File: src/waveform_peak_summary_assert.svh
// Assertion macros for the waveform peak summary block.
// Used by the top level; expects clk_i and rst_ni in scope.
`ifndef WAVEFORM_PEAK_SUMMARY_ASSERT_SVH
`define WAVEFORM_PEAK_SUMMARY_ASSERT_SVH

`ifndef SYNTHESIS

`define WPS_ASSERT_IMPL(lbl, ante, cons, msg) \
  lbl: assert property (@(posedge clk_i) disable iff (!rst_ni) (ante) |-> (cons)) \
    else $error(msg);

`define WPS_ASSERT_NEXT(lbl, ante, cons, msg) \
  lbl: assert property (@(posedge clk_i) disable iff (!rst_ni) (ante) |=> (cons)) \
    else $error(msg);

`else

`define WPS_ASSERT_IMPL(lbl, ante, cons, msg)

`define WPS_ASSERT_NEXT(lbl, ante, cons, msg)

`endif

`endif

File: src/wps_pkg.sv
// Shared types and constants for the waveform peak summary block.
// No dependencies.
`default_nettype none

package wps_pkg;

  localparam int SampleW     = 24;
  localparam int MaxChannels = 8;
  localparam int MaxBuckets  = 1024;
  localparam int ChCfgW      = 4;
  localparam int BktCfgW     = 11;
  localparam int FrameW      = 40;
  localparam int PosW        = $clog2(MaxChannels);
  localparam int SumW        = SampleW + PosW;
  localparam int AddrW       = $clog2(MaxBuckets);
  localparam int ProdW       = FrameW + BktCfgW;
  localparam int DivCntW     = $clog2(ProdW + 1);
  localparam int CfgAddrW    = 2;

  localparam logic [FrameW-1:0] FrameMax = {FrameW{1'b1}};

  typedef enum logic [1:0] {
    CMD_PUSH  = 2'd0,
    CMD_READ  = 2'd1,
    CMD_CLEAR = 2'd2
  } cmd_e;

  typedef enum logic [CfgAddrW-1:0] {
    CFG_CHANNEL_COUNT = 2'd0,
    CFG_BUCKET_COUNT  = 2'd1,
    CFG_TRACK_FRAMES  = 2'd2
  } cfg_addr_e;

  typedef enum logic [3:0] {
    ST_CLEAR,
    ST_IDLE,
    ST_AVG_GO,
    ST_AVG_WAIT,
    ST_MUL,
    ST_DIV_GO,
    ST_DIV_WAIT,
    ST_FETCH,
    ST_UPDATE,
    ST_RESP
  } state_e;

  // full average width: a frame closed early by a smaller channel count can exceed Q1.23
  typedef struct packed {
    logic signed [SumW-1:0] min_val;
    logic signed [SumW-1:0] max_val;
  } store_entry_t;

  typedef struct packed {
    logic             wr_en;
    logic             rd_en;
    logic [AddrW-1:0] addr;
    store_entry_t     wr_data;
  } store_req_t;

  typedef struct packed {
    logic              start;
    logic              short_run;
    logic [ProdW-1:0]  dividend;
    logic [FrameW-1:0] divisor;
  } div_req_t;

  typedef struct packed {
    logic             done;
    logic [ProdW-1:0] quotient;
  } div_rsp_t;

endpackage

`default_nettype wire

File: src/wps_div.sv
// Shared restoring divider, one quotient bit per cycle.
// Depends on wps_pkg. Short runs cover the frame average, full runs the bucket position.
`default_nettype none

module wps_div import wps_pkg::*; (
  input  wire logic     clk_i,
  input  wire logic     rst_ni,
  input  wire div_req_t req_i,
  output div_rsp_t      rsp_o
);

  logic               busy_q, busy_d;
  logic               done_q, done_d;
  logic [DivCntW-1:0] cnt_q, cnt_d;
  logic [ProdW-1:0]   quo_q, quo_d;
  logic [FrameW-1:0]  rem_q, rem_d;
  logic [FrameW-1:0]  dvs_q, dvs_d;

  logic [FrameW:0]    shifted;
  logic [FrameW+1:0]  trial;

  always_comb begin
    shifted = {rem_q, quo_q[ProdW-1]};
    trial   = {1'b0, shifted} - {2'b00, dvs_q};
    busy_d  = busy_q;
    done_d  = 1'b0;
    cnt_d   = cnt_q;
    quo_d   = quo_q;
    rem_d   = rem_q;
    dvs_d   = dvs_q;
    if (req_i.start) begin
      busy_d = 1'b1;
      cnt_d  = req_i.short_run ? DivCntW'(SumW) : DivCntW'(ProdW);
      quo_d  = req_i.dividend;
      rem_d  = '0;
      dvs_d  = req_i.divisor;
    end else if (busy_q) begin
      if (!trial[FrameW+1]) begin
        rem_d = trial[FrameW-1:0];
        quo_d = {quo_q[ProdW-2:0], 1'b1};
      end else begin
        rem_d = shifted[FrameW-1:0];
        quo_d = {quo_q[ProdW-2:0], 1'b0};
      end
      cnt_d = cnt_q - DivCntW'(1);
      if (cnt_q == DivCntW'(1)) begin
        busy_d = 1'b0;
        done_d = 1'b1;
      end
    end
  end

  always_ff @(posedge clk_i or negedge rst_ni) begin
    if (!rst_ni) begin
      busy_q <= 1'b0;
      done_q <= 1'b0;
      cnt_q  <= '0;
    end else begin
      busy_q <= busy_d;
      done_q <= done_d;
      cnt_q  <= cnt_d;
    end
  end

  always_ff @(posedge clk_i) begin
    quo_q <= quo_d;
    rem_q <= rem_d;
    dvs_q <= dvs_d;
  end

  assign rsp_o.done     = done_q;
  assign rsp_o.quotient = quo_q;

endmodule

`default_nettype wire

File: config.mk
export PLATFORM = sky130hd
export DESIGN_NAME = wps_div
export DESIGN_NICKNAME = d
export VERILOG_FILES = /design/src/waveform_peak_summary_assert.svh /design/src/wps_pkg.sv /design/src/wps_div.sv
export SDC_FILE = /design/constraint.sdc
export NUM_CORES = 1
export LEC_CHECK = 0
export BUFFER_PORTS_ARGS = -buffer_cell sky130_fd_sc_hd__buf_2
export CELL_PAD_IN_SITES_DETAIL_PLACEMENT = 0
export CELL_PAD_IN_SITES_GLOBAL_PLACEMENT = 1
export CORE_ASPECT_RATIO = 0.9
export CORE_UTILIZATION = 40
export DETAILED_ROUTE_END_ITERATION = 10
export GPL_TIMING_DRIVEN = 0
export PLACE_DENSITY = 0.87
export SYNTH_ARGS = -nofsm -noshare
export SYNTH_HDL_FRONTEND = slang
export SYNTH_SLANG_ARGS = --single-unit
export TNS_END_PERCENT = 100
File: constraint.sdc
create_clock -name clk_i -period 3.3 [get_ports clk_i]
set_input_delay 0.66 -clock clk_i [delete_from_list [all_inputs] [get_ports clk_i]]
set_output_delay 0.66 -clock clk_i [all_outputs]
set_load 0.1 [all_outputs]
After elaboration in Yosys (flattened, before gate mapping). Index checks and enable logic that the tools add are counted.

Reductions and logical operators: 1. Add/sub/neg operators: 2. Equal/unequal tests: 1. Multiplexer cells: 13.

Operators by type and width (number): 51-bit two-way mux (2); 41-bit by 40-bit subtractor with 42-bit output (1); 40-bit two-way mux (1); 6-bit two-way mux (3); 1-bit two-way mux (7); 6-bit by 1-bit equality test with 1-bit output, second input constant (1); 6-bit by 1-bit subtractor with 6-bit output, second input constant (1); 2-bit nonzero test (1).

Input bits: 95. Register bits after elaboration: 139. Logic and storage cells: 23.

Depth between registers and ports, before layout. Gate-level depths: netlist (run 1).

Depth in word-level cells: 4. Depth in mapped cells: 13. Depth with buffers taken out: 12.

Worst setup path before layout (run 1). OpenSTA, ideal clock, no wires.

Path type: reg-to-reg. Start point: reg quo_q[50]. End point: reg rem_q[36]. Arrival: 3.416 ns. Path slack: -0.217 ns. Buffers on the path: 0. Library setup time: 0.101 ns. Cell stages (with the launch flop): 12. Cell sequence: edfxtp_1 > inv_1 > ha_1 > fa_1 > and2b_1 > o2111ai_1 > a21oi_2 > o2111ai_1 > a2111oi_0 > o221ai_1 > o31a_1 > o41ai_1.

Word-level cells in the longest chain between the ends: 2.

Ends and longest elaborated chain: from (decl) (line wps_div.sv:15) `logic [ProdW-1:0] quo_q, quo_d;`; from (signal assigned) (line wps_div.sv:66) `quo_q <= quo_d;`; 41-bit by 40-bit subtractor with 42-bit output (line wps_div.sv:24) `trial = {1'b0, shifted} - {2'b00, dvs_q};`; 40-bit two-way mux (line wps_div.sv:38) `if (!trial[FrameW+1]) begin`; to (signal assigned) (line wps_div.sv:67) `rem_q <= rem_d;`; to (decl) (line wps_div.sv:16) `logic [FrameW-1:0] rem_q, rem_d;`.

No other way between the ends. A chain may end at the register's enable or synchronous reset.

Final worst setup path (run 1).
Start point: reg dvs_q[0]. End point: reg rem_q[36].

Word-level cells in the longest chain between the ends: 2.

Ends and longest elaborated chain: from (decl) (line wps_div.sv:17) `logic [FrameW-1:0] dvs_q, dvs_d;`; from (signal assigned) (line wps_div.sv:68) `dvs_q <= dvs_d;`; 41-bit by 40-bit subtractor with 42-bit output (line wps_div.sv:24); 40-bit two-way mux (line wps_div.sv:38).

No other way between the ends.

==> impl_metrics.json, run 1 <==
{
  "routed_wl_microns": 20520,
  "drtIter0Drc": 466,
  "placementRows": 48,
  "synth_top_family_by_area": "compound AO/OA/AOI/OAI gates",
  "cts_tree": "built",
  "synth_cell_types": 70,
  "ctsHoldBuffers": 0,
  "core_sq_um": 19280,
  "clk_latency_ps": 430,
  "hold_ws_ps": 71.22,
  "die_h_microns": 135.5,
  "rsz0062_at_grt": "false",
  "arrival_ps": 3500,
  "cts_buffers": 17,
  "ant_nets": 0,
  "synth_cells": 766,
  "final_area_sq_um": 9678,
  "fin_crit_sh_pct": 96.43,
  "synth-seq-area-share_pct": 47.13,
  "avgSynthCellArea_sq_um": 10.34,
  "setup_viol": 0,
  "worst_slew_pin_slew_ps": 964.6,
  "async_reset_ff_share_pct": 5.755,
  "vias": 6378,
  "netlist_area_sq_um": 7923,
  "clock-sinks": 139,
  "critPathKind": "flip-flop to flip-flop",
  "postLayoutCoreUtil_pct": 50.20,
  "io_buffer_count": 146,
  "crit_path_end_kind": "flip-flop",
  "power_density_nw_per_um2": 723.5,
  "fill_cells": 1732,
  "pre_cts_slack_ps": -9.055,
  "place.gp.congestion": 0.8619,
  "syn-num-nets": 904,
  "cp_max_fo": 4,
  "fin_cells": 1195,
  "grt_pass1_vias": 6115,
  "synthMuxAreaShare_pct": 7.960,
  "ys.flop_type": "edfxtp_1",
  "final_layout_size_suffix_gt1_share_pct": 27.83,
  "status": "completed",
  "placed_cell_area_sq_um": 9005,
  "viasPerCell": 5.337,
  "fin_ws_ps": 117.7,
  "clk_pin_slew_ps": 60,
  "syn_to_final_growth_pct": 22.16,
  "die-area_sq_um": 20370,
  "slew_viol_final": 0,
  "place_inst": 1163,
  "max_freq_mhz": 314.2,
  "final.setup.tns_ps": 0,
  "grt-ovfl-total": 0,
  "place_hpwl_microns": 14880,
  "finClkSkew_ps": 8.408,
  "synth_warnings": 0,
  "htree_levels": 4,
  "synth_edf_count": 91,
  "power_mw": 7.002,
  "vdd_drop_max_uv": 418.5,
  "slew_headroom_pct": 35.69,
  "maxCapViolations": 0,
  "drc": 0,
  "synth_compound_area_share_pct": 18.11,
  "hold_violations": 0,
  "start_util_pct": 41.10,
  "synthAdderAreaFrac_pct": 6.886,
  "synth_xor_area_share_pct": 3.980,
  "dieWidth_microns": 150.4,
  "p_leak_nw": 4.280,
  "num_antenna_cells": 0,
  "dr.pass1.iters": 4,
  "grt_max_degree": 43,
  "start_kind": "flip-flop",
  "gr-usage-all-layers_pct": 21.18,
  "min_period_ps": 3182,
  "yosys.area_share.simple_pct": 11.13,
  "yosys_register_bits": 139,
  "grt_pass1_wl_microns": 32860,
  "cts_root_buf": "clkbuf_16",
  "cp_data_required_time_ps": 3620,
  "nets": 1070,
  "io_pins": 147,
  "min_path_type": "primary input to asynchronous set/reset pin",
  "antenna_found_initial": 0,
  "routedWlPerCell_microns": 17.17,
  "clk_path_buf_depth": 2
}
placed cells by master, fill, tap and decap left out, types with 8 or more instances in the layout:
cell type  count
nor3_1         8
dfxtp_1       40
nand3_1       14
clkbuf_1      24
o21ai_0       23
ha_1          41
buf_2        156
a31oi_1        9
nand2_1       72
edfxtp_1      91
mux2_2        52
a21oi_1       54
a211oi_1      20
xor2_1        12
nor2_1        61
a21o_1        19
a311oi_1      12
inv_1         50
o21a_1         8
dfrtp_1        8
clkbuf_16     17
xnor2_1       24
o211ai_1       9
routing by layer:
layer	vias to the layer above	part of all wire, %	GRT usage, %
met4	0	2.3	6.453
met5	-	0	0
met2	144	46	32.67
li1	3155	-	-
met3	35	3.6	4.343
met1	3044	48	29.75
kinds of logic after synthesis:
logic type | Yosys count
AO/OA/AOI/OAI | 202
multiplexers | 56
flip-flops | 139
AND/OR/NAND/NOR | 197
adder cells (fa/ha/maj) | 43
XOR/XNOR | 36
buffers and inverters | 93
registers in the layout, indices dropped and copies added (netlist names):
register and flops:
dvs_q 40, cnt_q 6, rem_q 40, quo_q 51, busy_q 1, done_q 1
critical path, cell delays in order (launching register included):
cell	delay (ps)
edfxtp_1	410
ha_2	230
fa_1	370
and2b_1	270
o2111ai_2	160
a21oi_4	260
o2111ai_4	190
a2111oi_4	470
o221ai_2	180
o31a_1	280
o41ai_1	250
timing repair:
item / CTS / global route
hold endpoints to repair: 0 / 0
gates resized for setup: 1 / 10
pin swaps: 0 / 2
setup endpoints to repair: 1 / 36
buffers inserted: 0 / 0
gates cloned: 0 / 0
synth_stat cells (all sizes together), types with 3 or more instances:
| library cell | instances | area (sq um) |
|---|---|---|
| nand2 | 73 | 274.0 |
| nor4 | 4 | 25.02 |
| and3 | 4 | 25.02 |
| inv | 50 | 187.7 |
| a21o | 19 | 142.6 |
| o211a | 5 | 50.05 |
| nand4 | 7 | 43.79 |
| o2111ai | 3 | 26.28 |
| a31oi | 9 | 56.30 |
| xor2 | 12 | 105.1 |
| nand3 | 16 | 85.08 |
| o22ai | 3 | 18.77 |
| edfxtp | 91 | 2733 |
| mux2 | 53 | 600.6 |
| clkbuf | 22 | 82.58 |
| dfrtp | 8 | 200.2 |
| a21boi | 7 | 52.55 |
| ha | 42 | 525.5 |
| o21a | 8 | 60.06 |
| nor3 | 9 | 45.04 |
| a2111oi | 3 | 26.28 |
| a211oi | 21 | 157.7 |
| o41ai | 3 | 33.79 |
| a21oi | 55 | 279.0 |
| mux2i | 3 | 30.03 |
| buf | 20 | 106.3 |
| nand2b | 7 | 43.79 |
| o31ai | 3 | 27.52 |
| dfxtp | 40 | 800.8 |
| and2 | 5 | 31.28 |
| xnor2 | 24 | 210.2 |
| nor2 | 61 | 229.0 |
| o21ai | 23 | 115.1 |
| a311oi | 12 | 105.1 |
| o211ai | 10 | 80.07 |
worst paths after layout:
check | start | cells after the start | to | slack, ps
worst min-delay path | rst_ni | 1 | cnt_q[5] | 70
max in group asynchronous | rst_ni | 1 | cnt_q[0] | 3060
worst max register to register | dvs_q[0] | 10 | rem_q[36] | 120
min in group clk_i | req_i[26] | 1 | dvs_q[26] | 400
worst min register to register | rem_q[15] | 2 | rem_q[16] | 500
worst max-delay path | dvs_q[0] | 10 | rem_q[36] | 120
where the power goes:
part / internal [mW] / switching [mW] / total, mW / leakage [nW]
combinational: 0.910 / 1.77 / 2.68 / 2.64
sequential: 2.13 / 0.191 / 2.32 / 1.35
clock: 1.26 / 0.744 / 2.00 / 0.292
total: 4.29 / 2.71 / 7.00 / 4.28
final cells by class:
cell class | instances | area, sq um | share of cell area (%)
inverter | 51 | 191.4 | 1.978
timing repair buffer | 147 | 750.7 | 7.757
clock buffer | 19 | 432.9 | 4.473
tap | 250 | 312.8 | 3.232
multi-input combinational | 534 | 3885 | 40.14
sequential | 139 | 3734 | 38.58
clock inverter | 13 | 175.2 | 1.810
buffer | 42 | 196.4 | 2.030
Note: power is estimated with default switching activity, not from simulation.
==> run 2: changes to the inputs <==
--- a/config.mk
+++ b/config.mk
@@ -11,7 +11,9 @@
 export CORE_ASPECT_RATIO = 0.9
 export CORE_UTILIZATION = 40
 export DETAILED_ROUTE_END_ITERATION = 10
+export GPL_ROUTABILITY_DRIVEN = 1
 export GPL_TIMING_DRIVEN = 0
+export MAX_ROUTING_LAYER = met4
 export PLACE_DENSITY = 0.87
 export SYNTH_ARGS = -nofsm -noshare
 export SYNTH_HDL_FRONTEND = slang
==> run 2 against run 1 <==
Against the previous run:
- sequential share of layout area stayed put
- utilization did not move
- wire length rose by 0.24%
- highest routed layer unchanged
- critical path type unchanged
- largest cell class unchanged
- non-clock buffer count is the same
- sequential power barely moved
- total power about the same
==> impl_metrics.json, run 2 (synthesized netlist as in run 1, its figures left out) <==
{
  "grt-ovfl-total": 0,
  "clk_latency_ps": 420,
  "multiInputGateArea_sq_um": 3885,
  "grt_max_degree": 43,
  "nets": 1070,
  "start_util_pct": 41.10,
  "hold_violations": 0,
  "finClkSkew_ps": 9.170,
  "arrival_ps": 3490,
  "pre_cts_slack_ps": -9.055,
  "rsz0062_at_grt": "false",
  "clk_pin_slew_ps": 60,
  "clk_path_buf_depth": 2,
  "drc": 0,
  "cts_root_buf": "clkbuf_16",
  "crit_path_end_kind": "flip-flop",
  "fill_cells": 1732,
  "cts_tree": "built",
  "vias": 6402,
  "min_period_ps": 3175,
  "start_kind": "flip-flop",
  "slew_viol_final": 0,
  "status": "completed",
  "cts_buffers": 17,
  "vdd_drop_max_uv": 415.0,
  "power_mw": 7.005,
  "syn_to_final_growth_pct": 22.16,
  "cts_setup_buffers": 0,
  "htree_levels": 4,
  "p_leak_nw": 4.280,
  "placementRows": 48,
  "dieWidth_microns": 150.4,
  "die-area_sq_um": 20370,
  "core_sq_um": 19280,
  "power_density_nw_per_um2": 723.8,
  "fin_crit_sh_pct": 96.22,
  "grt_pass1_vias": 6105,
  "drtIter0Drc": 464,
  "setup_viol": 0,
  "seqCellArea_sq_um": 3734,
  "maxCapViolations": 0,
  "slew_headroom_pct": 35.31,
  "final_cell_mix": "156 x buf_2, 91 x edfxtp_1, 72 x nand2_1",
  "worst_slew_pin_slew_ps": 970.4,
  "viasPerCell": 5.357,
  "routed_wl_microns": 20570,
  "cp_data_required_time_ps": 3620,
  "min_path_type": "primary input to asynchronous set/reset pin",
  "final_area_sq_um": 9678,
  "io_pins": 147,
  "largest_register_ffs": 51,
  "layout_commonest_cell": "buf_2",
  "dr.pass1.iters": 6,
  "final.setup.tns_ps": 0,
  "ctsHoldBuffers": 0,
  "gr-usage-all-layers_pct": 21.80,
  "top_regs": "quo_q x51, dvs_q x40, rem_q x40",
  "cp_max_fo": 4,
  "place_hpwl_microns": 14880,
  "num_antenna_cells": 0,
  "placed_cell_area_sq_um": 9005,
  "max_freq_mhz": 314.9,
  "routedWlPerCell_microns": 17.21,
  "clock-sinks": 139,
  "antenna_found_initial": 0,
  "die_h_microns": 135.5,
  "largest_register": "quo_q",
  "final_layout_size_suffix_gt1_share_pct": 27.83,
  "ant_nets": 0,
  "place.gp.congestion": 0.8758,
  "fin_ws_ps": 124.8,
  "critPathKind": "flip-flop to flip-flop",
  "grt_pass1_wl_microns": 32890,
  "io_buffer_count": 146
}
run 2: what timing repair did:
item | CTS | global route
resized for setup | 1 | 10
setup endpoints to repair | 1 | 36
pin swaps | 0 | 2
endpoints found under the hold margin | 0 | 0
run 2: cell type report:
class,count,share of cell area (%)
Clock buffer,19,4.473
Clock inverter,13,1.810
Inverter,51,1.978
Tap cell,250,3.232
Buffer,42,2.030
Sequential cell,139,38.58
Timing Repair Buffer,147,7.757
Multi-Input combinational cell,534,40.14
run 2: power breakdown:
part / internal [mW] / switching [mW] / total (mW)
clock network: 1.26 / 0.749 / 2.01
logic: 0.910 / 1.78 / 2.69
registers: 2.13 / 0.188 / 2.31
total: 4.29 / 2.71 / 7.00
run 2: worst paths after layout:
kind / startpoint / end / slack, ps / depth (start not counted)
min reg2reg: rem_q[15] / rem_q[16] / 500 / 2
max reg2reg: dvs_q[0] / rem_q[36] / 120 / 10
min: rst_ni / cnt_q[5] / 70 / 1
max in group asynchronous: rst_ni / cnt_q[0] / 3050 / 1
max: dvs_q[0] / rem_q[36] / 120 / 10
min in group clk_i: req_i[26] / dvs_q[26] / 400 / 1
run 2: routing by layer:
layer  track usage, %  vias to the layer above  share of wire [%]
li1                 -                     3153                  -
met1            29.77                     3057                 48
met4            6.958                        0                2.3
met5                -                        -                  0
met3            4.040                       39                3.9
met2            32.59                      153                 46
run 2: metrics by stage:
step                std cells  hold WS, ps  util [%]
finish                   1195        73.72     50.20
global route             1195        76.19     50.20
CTS                      1195        67.86     49.89
detailed placement       1163        490.3     46.71
global placement         1162        486.9     46.59
floorplan                 766        364.4         -
run 2: worst max-delay path, cell delays in order, from the launching register on:
cell	delay, ps
edfxtp_1	410
ha_2	230
fa_1	370
and2b_1	270
o2111ai_2	160
a21oi_4	260
o2111ai_4	190
a2111oi_4	480
o221ai_2	180
o31a_1	280
o41ai_1	250
